### config.mk
export PLATFORM = sky130hd
export DESIGN_NAME = lpht_ctrl
export DESIGN_NICKNAME = d
export VERILOG_FILES = /design/src/hdl/lpht_pkg.sv /design/src/hdl/lpht_ctrl.sv
export SDC_FILE = /design/constraint.sdc
export NUM_CORES = 1
export LEC_CHECK = 0
export BUFFER_PORTS_ARGS = -buffer_cell sky130_fd_sc_hd__buf_4
export CAP_MARGIN = 20
export CORE_UTILIZATION = 40
export DETAILED_ROUTE_END_ITERATION = 8
export PLACE_DENSITY = 0.66
export SETUP_SLACK_MARGIN = 0.3
export SYNTH_ARGS = -nofsm -noshare
export SYNTH_HDL_FRONTEND = slang
export SYNTH_SLANG_ARGS = --single-unit
### constraint.sdc
create_clock -name clk -period 3.55 [get_ports clk]
set_input_delay 0 -clock clk [delete_from_list [all_inputs] [get_ports clk]]
set_output_delay 0 -clock clk [all_outputs]
set_load 0.01 [all_outputs]
### src/hdl/lpht_pkg.sv
package lpht_pkg;

  // table geometry, slot index is the low key bits (size is a power of two)
  localparam int TABLE_SIZE = 4096;
  localparam int SLOT_W     = $clog2(TABLE_SIZE);
  localparam int KEY_W      = 22;
  localparam int VAL_W      = 12;
  localparam int OP_W       = 2;
  localparam int STAT_W     = 2;

  localparam logic [SLOT_W-1:0] SLOT_LAST = SLOT_W'(TABLE_SIZE - 1);

  // operation codes
  localparam logic [OP_W-1:0] OP_INSERT = 2'd0;
  localparam logic [OP_W-1:0] OP_FIND   = 2'd1;
  localparam logic [OP_W-1:0] OP_CLEAR  = 2'd2;

  // result status codes
  localparam logic [STAT_W-1:0] STAT_OK   = 2'd0;
  localparam logic [STAT_W-1:0] STAT_MISS = 2'd1;
  localparam logic [STAT_W-1:0] STAT_FULL = 2'd2;

  typedef logic [SLOT_W-1:0] slot_idx_t;

  // one table entry
  typedef struct packed {
    logic             used;
    logic [KEY_W-1:0] key;
    logic [VAL_W-1:0] value;
  } slot_t;

  // write request into the slot memory
  typedef struct packed {
    logic      we;
    slot_idx_t addr;
    slot_t     data;
  } mem_wr_t;

  // finished result handed to the output register
  typedef struct packed {
    logic              valid;
    logic [STAT_W-1:0] status;
    logic [VAL_W-1:0]  value;
  } res_t;

endpackage

### src/hdl/lpht_ctrl.sv
module lpht_ctrl
  import lpht_pkg::*;
(
  input  logic              clk,
  input  logic              rst_n,
  input  logic              in_valid,
  output logic              in_ready,
  input  logic [OP_W-1:0]   in_op,
  input  logic [KEY_W-1:0]  in_key,
  input  logic [VAL_W-1:0]  in_val,
  output slot_idx_t         rd_addr,
  input  slot_t             rd_data,
  output mem_wr_t           wr,
  output res_t              res,
  input  logic              out_free
);

  localparam logic [1:0] ST_CLEAR = 2'd0;
  localparam logic [1:0] ST_IDLE  = 2'd1;
  localparam logic [1:0] ST_PROBE = 2'd2;
  localparam logic [1:0] ST_RESP  = 2'd3;

  logic [1:0]        state_r, state_nxt;
  logic [OP_W-1:0]   op_r, op_nxt;
  logic [KEY_W-1:0]  key_r, key_nxt;
  logic [VAL_W-1:0]  val_r, val_nxt;
  slot_idx_t         ptr_r, ptr_nxt;
  slot_idx_t         cnt_r, cnt_nxt;
  logic              clr_op_r, clr_op_nxt;
  logic [STAT_W-1:0] status_r, status_nxt;
  logic [VAL_W-1:0]  found_r, found_nxt;
  slot_idx_t         ptr_inc;
  slot_idx_t         home;
  logic              in_beat;
  logic              probe_more;

  assign in_ready = (state_r == ST_IDLE);
  assign in_beat  = in_valid && in_ready;
  assign home     = in_key[SLOT_W-1:0];
  assign ptr_inc  = (ptr_r == SLOT_LAST) ? '0 : ptr_r + 1'b1;

  assign res.valid  = (state_r == ST_RESP);
  assign res.status = status_r;
  assign res.value  = found_r;

  // sequencer: one slot probed per cycle; only a find compares keys, an insert takes the first unused slot
  always_comb begin
    state_nxt  = state_r;
    op_nxt     = op_r;
    key_nxt    = key_r;
    val_nxt    = val_r;
    ptr_nxt    = ptr_r;
    cnt_nxt    = cnt_r;
    clr_op_nxt = clr_op_r;
    status_nxt = status_r;
    found_nxt  = found_r;
    rd_addr    = ptr_r;
    wr         = '0;
    probe_more = 1'b0;
    unique case (state_r)
      ST_IDLE: begin
        if (in_beat) begin
          op_nxt     = in_op;
          key_nxt    = in_key;
          val_nxt    = in_val;
          status_nxt = STAT_OK;
          found_nxt  = '0;
          case (in_op)
            OP_INSERT, OP_FIND: begin
              rd_addr   = home;
              ptr_nxt   = home;
              cnt_nxt   = '0;
              state_nxt = ST_PROBE;
            end
            OP_CLEAR: begin
              ptr_nxt    = '0;
              clr_op_nxt = 1'b1;
              state_nxt  = ST_CLEAR;
            end
            default: begin
              state_nxt = ST_RESP;
            end
          endcase
        end
      end
      ST_PROBE: begin
        rd_addr = ptr_inc;
        if (op_r == OP_INSERT) begin
          if (!rd_data.used) begin
            wr.we      = 1'b1;
            wr.addr    = ptr_r;
            wr.data    = '{used: 1'b1, key: key_r, value: val_r};
            status_nxt = STAT_OK;
            state_nxt  = ST_RESP;
          end else if (cnt_r == SLOT_LAST) begin
            status_nxt = STAT_FULL;
            state_nxt  = ST_RESP;
          end else begin
            probe_more = 1'b1;
          end
        end else begin
          if (!rd_data.used) begin
            status_nxt = STAT_MISS;
            state_nxt  = ST_RESP;
          end else if (rd_data.key == key_r) begin
            status_nxt = STAT_OK;
            found_nxt  = rd_data.value;
            state_nxt  = ST_RESP;
          end else if (cnt_r == SLOT_LAST) begin
            status_nxt = STAT_MISS;
            state_nxt  = ST_RESP;
          end else begin
            probe_more = 1'b1;
          end
        end
        if (probe_more) begin
          ptr_nxt = ptr_inc;
          cnt_nxt = cnt_r + 1'b1;
        end
      end
      ST_CLEAR: begin
        wr.we   = 1'b1;
        wr.addr = ptr_r;
        wr.data = '0;
        if (ptr_r == SLOT_LAST) begin
          clr_op_nxt = 1'b0;
          state_nxt  = clr_op_r ? ST_RESP : ST_IDLE;
        end else begin
          ptr_nxt = ptr_inc;
        end
      end
      ST_RESP: begin
        if (out_free) begin
          state_nxt = ST_IDLE;
        end
      end
      default: begin
        state_nxt = ST_IDLE;
      end
    endcase
  end

  // control state
  always_ff @(posedge clk) begin
    if (!rst_n) begin
      state_r  <= ST_CLEAR;
      ptr_r    <= '0;
      clr_op_r <= 1'b0;
    end else begin
      state_r  <= state_nxt;
      ptr_r    <= ptr_nxt;
      clr_op_r <= clr_op_nxt;
    end
  end

  // operand and result holding registers
  always_ff @(posedge clk) begin
    op_r     <= op_nxt;
    key_r    <= key_nxt;
    val_r    <= val_nxt;
    cnt_r    <= cnt_nxt;
    status_r <= status_nxt;
    found_r  <= found_nxt;
  end

  // a new beat is never taken in the cycle after one was accepted
  a_one_beat: assert property (@(posedge clk) disable iff (!rst_n)
    in_beat |=> !in_ready)
    else $error("beat accepted twice in a row");

  // an insert only writes a slot it found unused
  a_insert_free: assert property (@(posedge clk) disable iff (!rst_n)
    (state_r == ST_PROBE && wr.we) |-> !rd_data.used)
    else $error("insert overwrote a used slot");

  // table full is only reported for an insert
  a_full_insert: assert property (@(posedge clk) disable iff (!rst_n)
    (res.valid && res.status == STAT_FULL) |-> op_r == OP_INSERT)
    else $error("full status on non-insert");

  // a nonzero value only comes from a find hit
  a_value_hit: assert property (@(posedge clk) disable iff (!rst_n)
    (res.valid && res.value != '0) |-> (op_r == OP_FIND && res.status == STAT_OK))
    else $error("value returned without a hit");

  // the clear sweep writes each cycle
  a_clear_writes: assert property (@(posedge clk) disable iff (!rst_n)
    (state_r == ST_CLEAR) |-> (wr.we && wr.addr == ptr_r && !wr.data.used))
    else $error("clear sweep missed a slot");

endmodule

# ---- Word level (Yosys, flattened, before mapping)
# Cells that the tools add are included.
dict set report classes {
  n_addsub 2
  eq_ne 21
  mux 50
  n_reduce_logical 15
}
# operator count
set op_table {}
lappend op_table {{12-bit two-way mux} 13}
lappend op_table {{48-bit two-way mux} 2}
lappend op_table {{12-bit one-hot mux with 2 select lines} 4}
lappend op_table {{48-bit one-hot mux with 2 select lines} 1}
lappend op_table {{12-bit one-hot mux with 3 select lines} 1}
lappend op_table {{2-bit two-way mux} 16}
lappend op_table {{12-bit by 1-bit adder with 12-bit output, second input constant} 2}
lappend op_table {{12-bit == test, second input constant} 2}
lappend op_table {{22-bit == test} 1}
lappend op_table {{2-bit != test, second input constant} 6}
lappend op_table {{4-bit AND reduction} 3}
lappend op_table {{5-bit AND reduction} 2}
lappend op_table {{1-bit two-way mux} 9}
lappend op_table {{2-bit by 1-bit != test with 1-bit output, second input constant} 4}
lappend op_table {{4-bit != test, second input constant} 2}
lappend op_table {{2-bit one-hot mux with 2 select lines} 2}
lappend op_table {{2-bit one-hot mux with 4 select lines} 1}
lappend op_table {{2-bit == test, second input constant} 3}
lappend op_table {{2-bit zero test} 3}
lappend op_table {{2-bit by 1-bit == test with 1-bit output, second input constant} 2}
lappend op_table {{2-bit nonzero test} 2}
lappend op_table {{3-bit by 1-bit != test with 1-bit output, second input constant} 1}
lappend op_table {{3-bit AND reduction} 1}
lappend op_table {{3-bit nonzero test} 1}
lappend op_table {{4 further kinds} 4}
dict set report word_totals {
  ff_bits 77
  inputBits 75
  out_inout_bits 76
  wordCells 97
}

# ---- Longest topological paths before layout
dict set report logic_depth {
  ltp_word 8
  depth_mapped 11
  mapped_depth_nobuf 8
}

# ---- Least setup slack after synthesis
# Ideal clock, no wire load.
dict set report synth_path {
  path_type {reg-to-reg}
  from {reg state_r[1]}
  to {reg cnt_r[0], enable pin}
  setup_time_ps 380
  t_arrival_ps 2964
  required_time_ps 3170
  slack_ps 205
  stages_incl_launch_ff 8
  n_path_buf 1
  period_less_slack_ps 3345
  cell_sequence {dfxtp_1 > inv_1 > ha_1 > and2_1 > nor2b_1 > o21ai_0 > clkbuf_1 > nor2_1}
}
dict set report synth_via {
  elab_chain_len 4
  elab_cells_between_ends 8
  cone_classes {5 x eq/ne; 3 x reduce/logical}
}
# item line_no
set synth_rtl {}
lappend synth_rtl {{start: declaration} lpht_ctrl.sv:23} ;# logic [1:0] state_r, state_nxt;
lappend synth_rtl {{start signal: assignment} lpht_ctrl.sv:150} ;# state_r <= state_nxt;
lappend synth_rtl {{2-bit by 1-bit == test with 1-bit output *} lpht_ctrl.sv:37} ;# assign in_ready = (state_r == ST_IDLE);
lappend synth_rtl {{via in_ready} lpht_ctrl.sv:7} ;# output logic in_ready,
lappend synth_rtl {{1-bit logical AND} lpht_ctrl.sv:38} ;# assign in_beat = in_valid && in_ready;
lappend synth_rtl {{2-bit by 1-bit != test with 1-bit output (no line)} -}
lappend synth_rtl {{4-bit AND reduction (no line) *} -}
lappend synth_rtl {{end signal: assignment} lpht_ctrl.sv:161} ;# cnt_r <= cnt_nxt;
lappend synth_rtl {{end: declaration} lpht_ctrl.sv:28} ;# slot_idx_t cnt_r, cnt_nxt;
# Mark *: on every way through the listed nets, which the timed path passes. The rest lies on a longest branch.
# A chain may end at the register's enable or synchronous reset.

# ---- Worst setup path in the final report
dict set report layout_path {
  from {reg state_r[1]}
  to {reg cnt_r[3], enable pin}
}
dict set report layout_via {
  elab_chain_len 4
  elab_cells_between_ends 8
  cone_classes {5 x eq/ne; 3 x reduce/logical}
}
# item line_no
set layout_rtl {}
lappend layout_rtl {{2-bit by 1-bit == test with 1-bit output} {lpht_ctrl.sv:37, lpht_ctrl.sv:60}}
lappend layout_rtl {{1-bit logical AND} lpht_ctrl.sv:38}
lappend layout_rtl {{2-bit by 1-bit != test with 1-bit output (no line)} -}
lappend layout_rtl {{4-bit AND reduction (no line) *} -}
# Every way passes the cells marked *; elsewhere a longest branch is shown, timed or not.

==> run summary <==
crit path DAT: 2790 ps
peak clock frequency supported by timing: 0.355 GHz
global-route wire length before repair: 19.6 mm
number of global-route vias before repair: 3799
TritonCTS clock tree: done
top cells by area in the synthesized netlist: sky130_fd_sc_hd__edfxtp_1 (44%), sky130_fd_sc_hd__and2_1 (7.2%), sky130_fd_sc_hd__dfxtp_1 (7.1%)
net count after synthesis: 481
Worst Path Max Fanout: 13
WL per Instance: 16.8 µm
total design power: 2760 µW
share of power burned in combinational logic: 33.4%
Post-Layout Inst Area: 0.00621 mm²
Setup Crit Path Kind: flip-flop to flip-flop
tightest hold margin: 28.8 ps
cell occurring most often along the worst timing path: sky130_fd_sc_hd__buf_4
total internal power: 1820 µW
CTS H-tree lvls: 3
remaining routing DRC violations: 0
Worst Tran Pin Value: 1060 ps
power density relative to cell area: 445 mW/mm²
biggest cell delay along the critical path: 820 ps
dominant synthesized flop cell: sky130_fd_sc_hd__edfxtp_1
Detail Route Antenna Nets: 0
run status: complete, no violations
Post-synth EDFFs: 62
Ant. Diodes: 0
post-DR vias/cell: 5.27
total number of vias: 3908
slowest stage cell, crit path: sky130_fd_sc_hd__nor2_1
initial cell density of the core: 41.2%
met3 track demand over resource: 5.30%
number of different library cells in the post-synthesis netlist: 51
initial antenna violation count: 0
routability congestion estimate from global placement: 0.867
total negative slack for setup checks: 0 ps
post-detailed-placement half-perimeter wirelength: 8.49 mm
Worst Setup Start Kind: flip-flop
cell total after placement: 674
largest net degree at the start of global routing: 38
Critical Path RT: 3530 ps
number of sinks driven by the clock tree: 77
Core ar.: 0.0103 mm²
Worst R2R Setup Slack: 740 ps
Nets: 681
total die area: 0.0111 mm²
number of ports placed on the die boundary: 151
number of synthesized register bits: 77
met2 routing resource usage after global routing: 36.8%
final setup violating endpoints: 0
unrepaired setup endpoints after global routing: no
Max VDD drop: 0.000274 V
net switching component of the power: 942 µW
post-CTS setup-driven buffer insertion count: 0
Syn Inst Count: 400
area share of the largest cell type after synthesis: 43.7%
first-pass iteration count of the detailed router: 5
placement row count: 37
insertion delay of the later-clocked pin in the worst-skew pair: 360 ps
clock input transition at the sequential cells of the worst setup and hold paths: 80 ps
Horiz. Die Dim: 105 µm
combined area of all synthesized cells: 0.00426 mm²
share of power burned in the clock network: 21.2%
Final Critical Period: 2810 ps
part of the Yosys area used for sequential elements: 50.8%
die extent in y: 105 µm
largest buffer count on any clock path: 2
Max Slew Vio Count: 0
met1 demand-to-capacity share in global routing: 29.5%
Final Skew: 9.11 ps
remaining max-slew budget at the tightest pin: 29.1%
count of input and output buffers: 150
commonest cells in the synthesized netlist: sky130_fd_sc_hd__edfxtp_1 (62), sky130_fd_sc_hd__and2_1 (49), sky130_fd_sc_hd__nand2_1 (27)
sequential fraction of design power: 45.4%
proportion of synthesized flip-flops having asynchronous set or reset: 0%
cell with the most instances after synthesis: sky130_fd_sc_hd__edfxtp_1
max-capacitance violation count: 0
area growth from synthesis to final layout: 45.9%
post-synthesis cell type with the largest combined area: sky130_fd_sc_hd__edfxtp_1
violation count after the first detailed-route iteration: 247
Tightest Hold Check Type: primary input to flip-flop
count of endpoints failing hold in the final timing report: 0
Num CTS Buffers: 9
aggregate global routing overflow: 0
net switching fraction of the power: 34.1%
crit path buf inv count: 3
leakage component of the power: 0.00249 µW
fin cells: 741
Total GRT Usage: 23.1%
Crit path max-delay family: simple AND/OR/NAND/NOR gates
average footprint of a synthesized cell: 10.6 µm²
post-cts repair resize count: 0
clock root buffer master: sky130_fd_sc_hd__clkbuf_8
Routed WL: 12.5 mm
post-route fraction of the period consumed by the critical path: 79.3%
most congested layer reported by global routing: met2
Yosys warning total: 0
CP Capture Type: flip-flop
area after detailed placement: 0.00554 mm²
fill cell instance count of the final layout: 871
fraction of layout instances using a drive strength above 1: 31.4%
cell chain of the critical path: inv_1, ha_1, and2_2, nor2b_1, buf_4, o21ai_0, buf_4, nor2_1
==> placed cells by master, fill, tap and decap left out, types with 13 or more instances in the layout <==
cell type and n:
sky130_fd_sc_hd__and2_1 48, sky130_fd_sc_hd__dfxtp_1 15, sky130_fd_sc_hd__a22o_1 17, sky130_fd_sc_hd__edfxtp_1 62, sky130_fd_sc_hd__nand3_1 13, sky130_fd_sc_hd__dlygate4sd3_1 50, sky130_fd_sc_hd__nand2_1 27, sky130_fd_sc_hd__nor2_1 22
sky130_fd_sc_hd__xor2_1 25, sky130_fd_sc_hd__nor2b_1 13, sky130_fd_sc_hd__buf_4 160, sky130_fd_sc_hd__o21ai_0 19, sky130_fd_sc_hd__a21oi_1 26
==> state kept, by name (all words and copies together) (netlist names) <==
| signal | count |
|---|---|
| ptr_r | 12 |
| cnt_r | 12 |
| found_r | 12 |
| key_r | 22 |
| op_r | 2 |
| state_r | 2 |
| clr_op_r | 1 |
| status_r | 2 |
| val_r | 12 |
==> timing repair <==
| item | CTS | global route |
|---|---|---|
| hold buffers | 50 | 0 |
| endpoints found under the setup margin | 0 | 0 |
| hold endpoints to repair | 55 | 0 |
==> layout make-up <==
cell class                 count  area [µm²]  area share (%)
multi-input combinational    294        1980            31.9
sequential                    77        2160            34.8
tap                          136         170            2.74
inverter                       8        30.0           0.483
clock buffer                   9         124            1.99
clock inverter                 7        42.5           0.685
timing repair buffer         210        1700            27.4
==> worst min-delay path, delay by kind of cell <==
family | cells | cell delay [ps]
AO/OA/AOI/OAI | 3 | 250
buffers and inverters | 1 | 100
==> worst paths after layout <==
check / endpoint / cells past startpoint / startpoint
setup / recovery: cnt_r[3]$_SDFFCE_PN0P_ / 8 / state_r[1]$_SDFFE_PN0P_
hold / removal: clr_op_r$_SDFFE_PN0P_ / 4 / in_valid
hold reg to reg: clr_op_r$_SDFFE_PN0P_ / 2 / clr_op_r$_SDFFE_PN0P_
setup reg to reg: cnt_r[3]$_SDFFCE_PN0P_ / 8 / state_r[1]$_SDFFE_PN0P_
==> metrics by stage <==
| step | utilization [%] | setup WS [ps] |
|---|---|---|
| 2_1_floorplan | - | 583 |
| 3_3_place_gp | 53.6 | 798 |
| 3_5_place_dp | 53.6 | 714 |
| 4_1_cts | 60.1 | 688 |
| 5_1_grt | 60.2 | 520 |
| 6_report | 60.2 | 737 |
==> layer usage <==
metal	vias to the layer above	part of all wire (%)
li1	1863	-
met1	1841	42
met2	170	48
met3	34	6.7
met4	0	2.8
met5	-	0
==> power groups by stage <==
stage,Clock [µW],Combinational (µW),Sequential (µW)
final,587,923,1250
after global routing,644,1000,1270
after CTS,599,915,1250
after detailed placement,0,866,1270
after global placement,0,859,1270
after floorplan,0,511,1230
==> kinds of logic after synthesis <==
family | count (synthesis) | synth area share, %
AND/OR/NAND/NOR | 155 | 20.9
AO/OA/AOI/OAI | 95 | 15.8
flip-flops | 77 | 50.8
XOR/XNOR | 36 | 7.41
buffers and inverters | 29 | 2.91
adder cells (fa/ha/maj) | 6 | 1.76
multiplexers | 2 | 0.470
(Power assumes the default switching activity.)
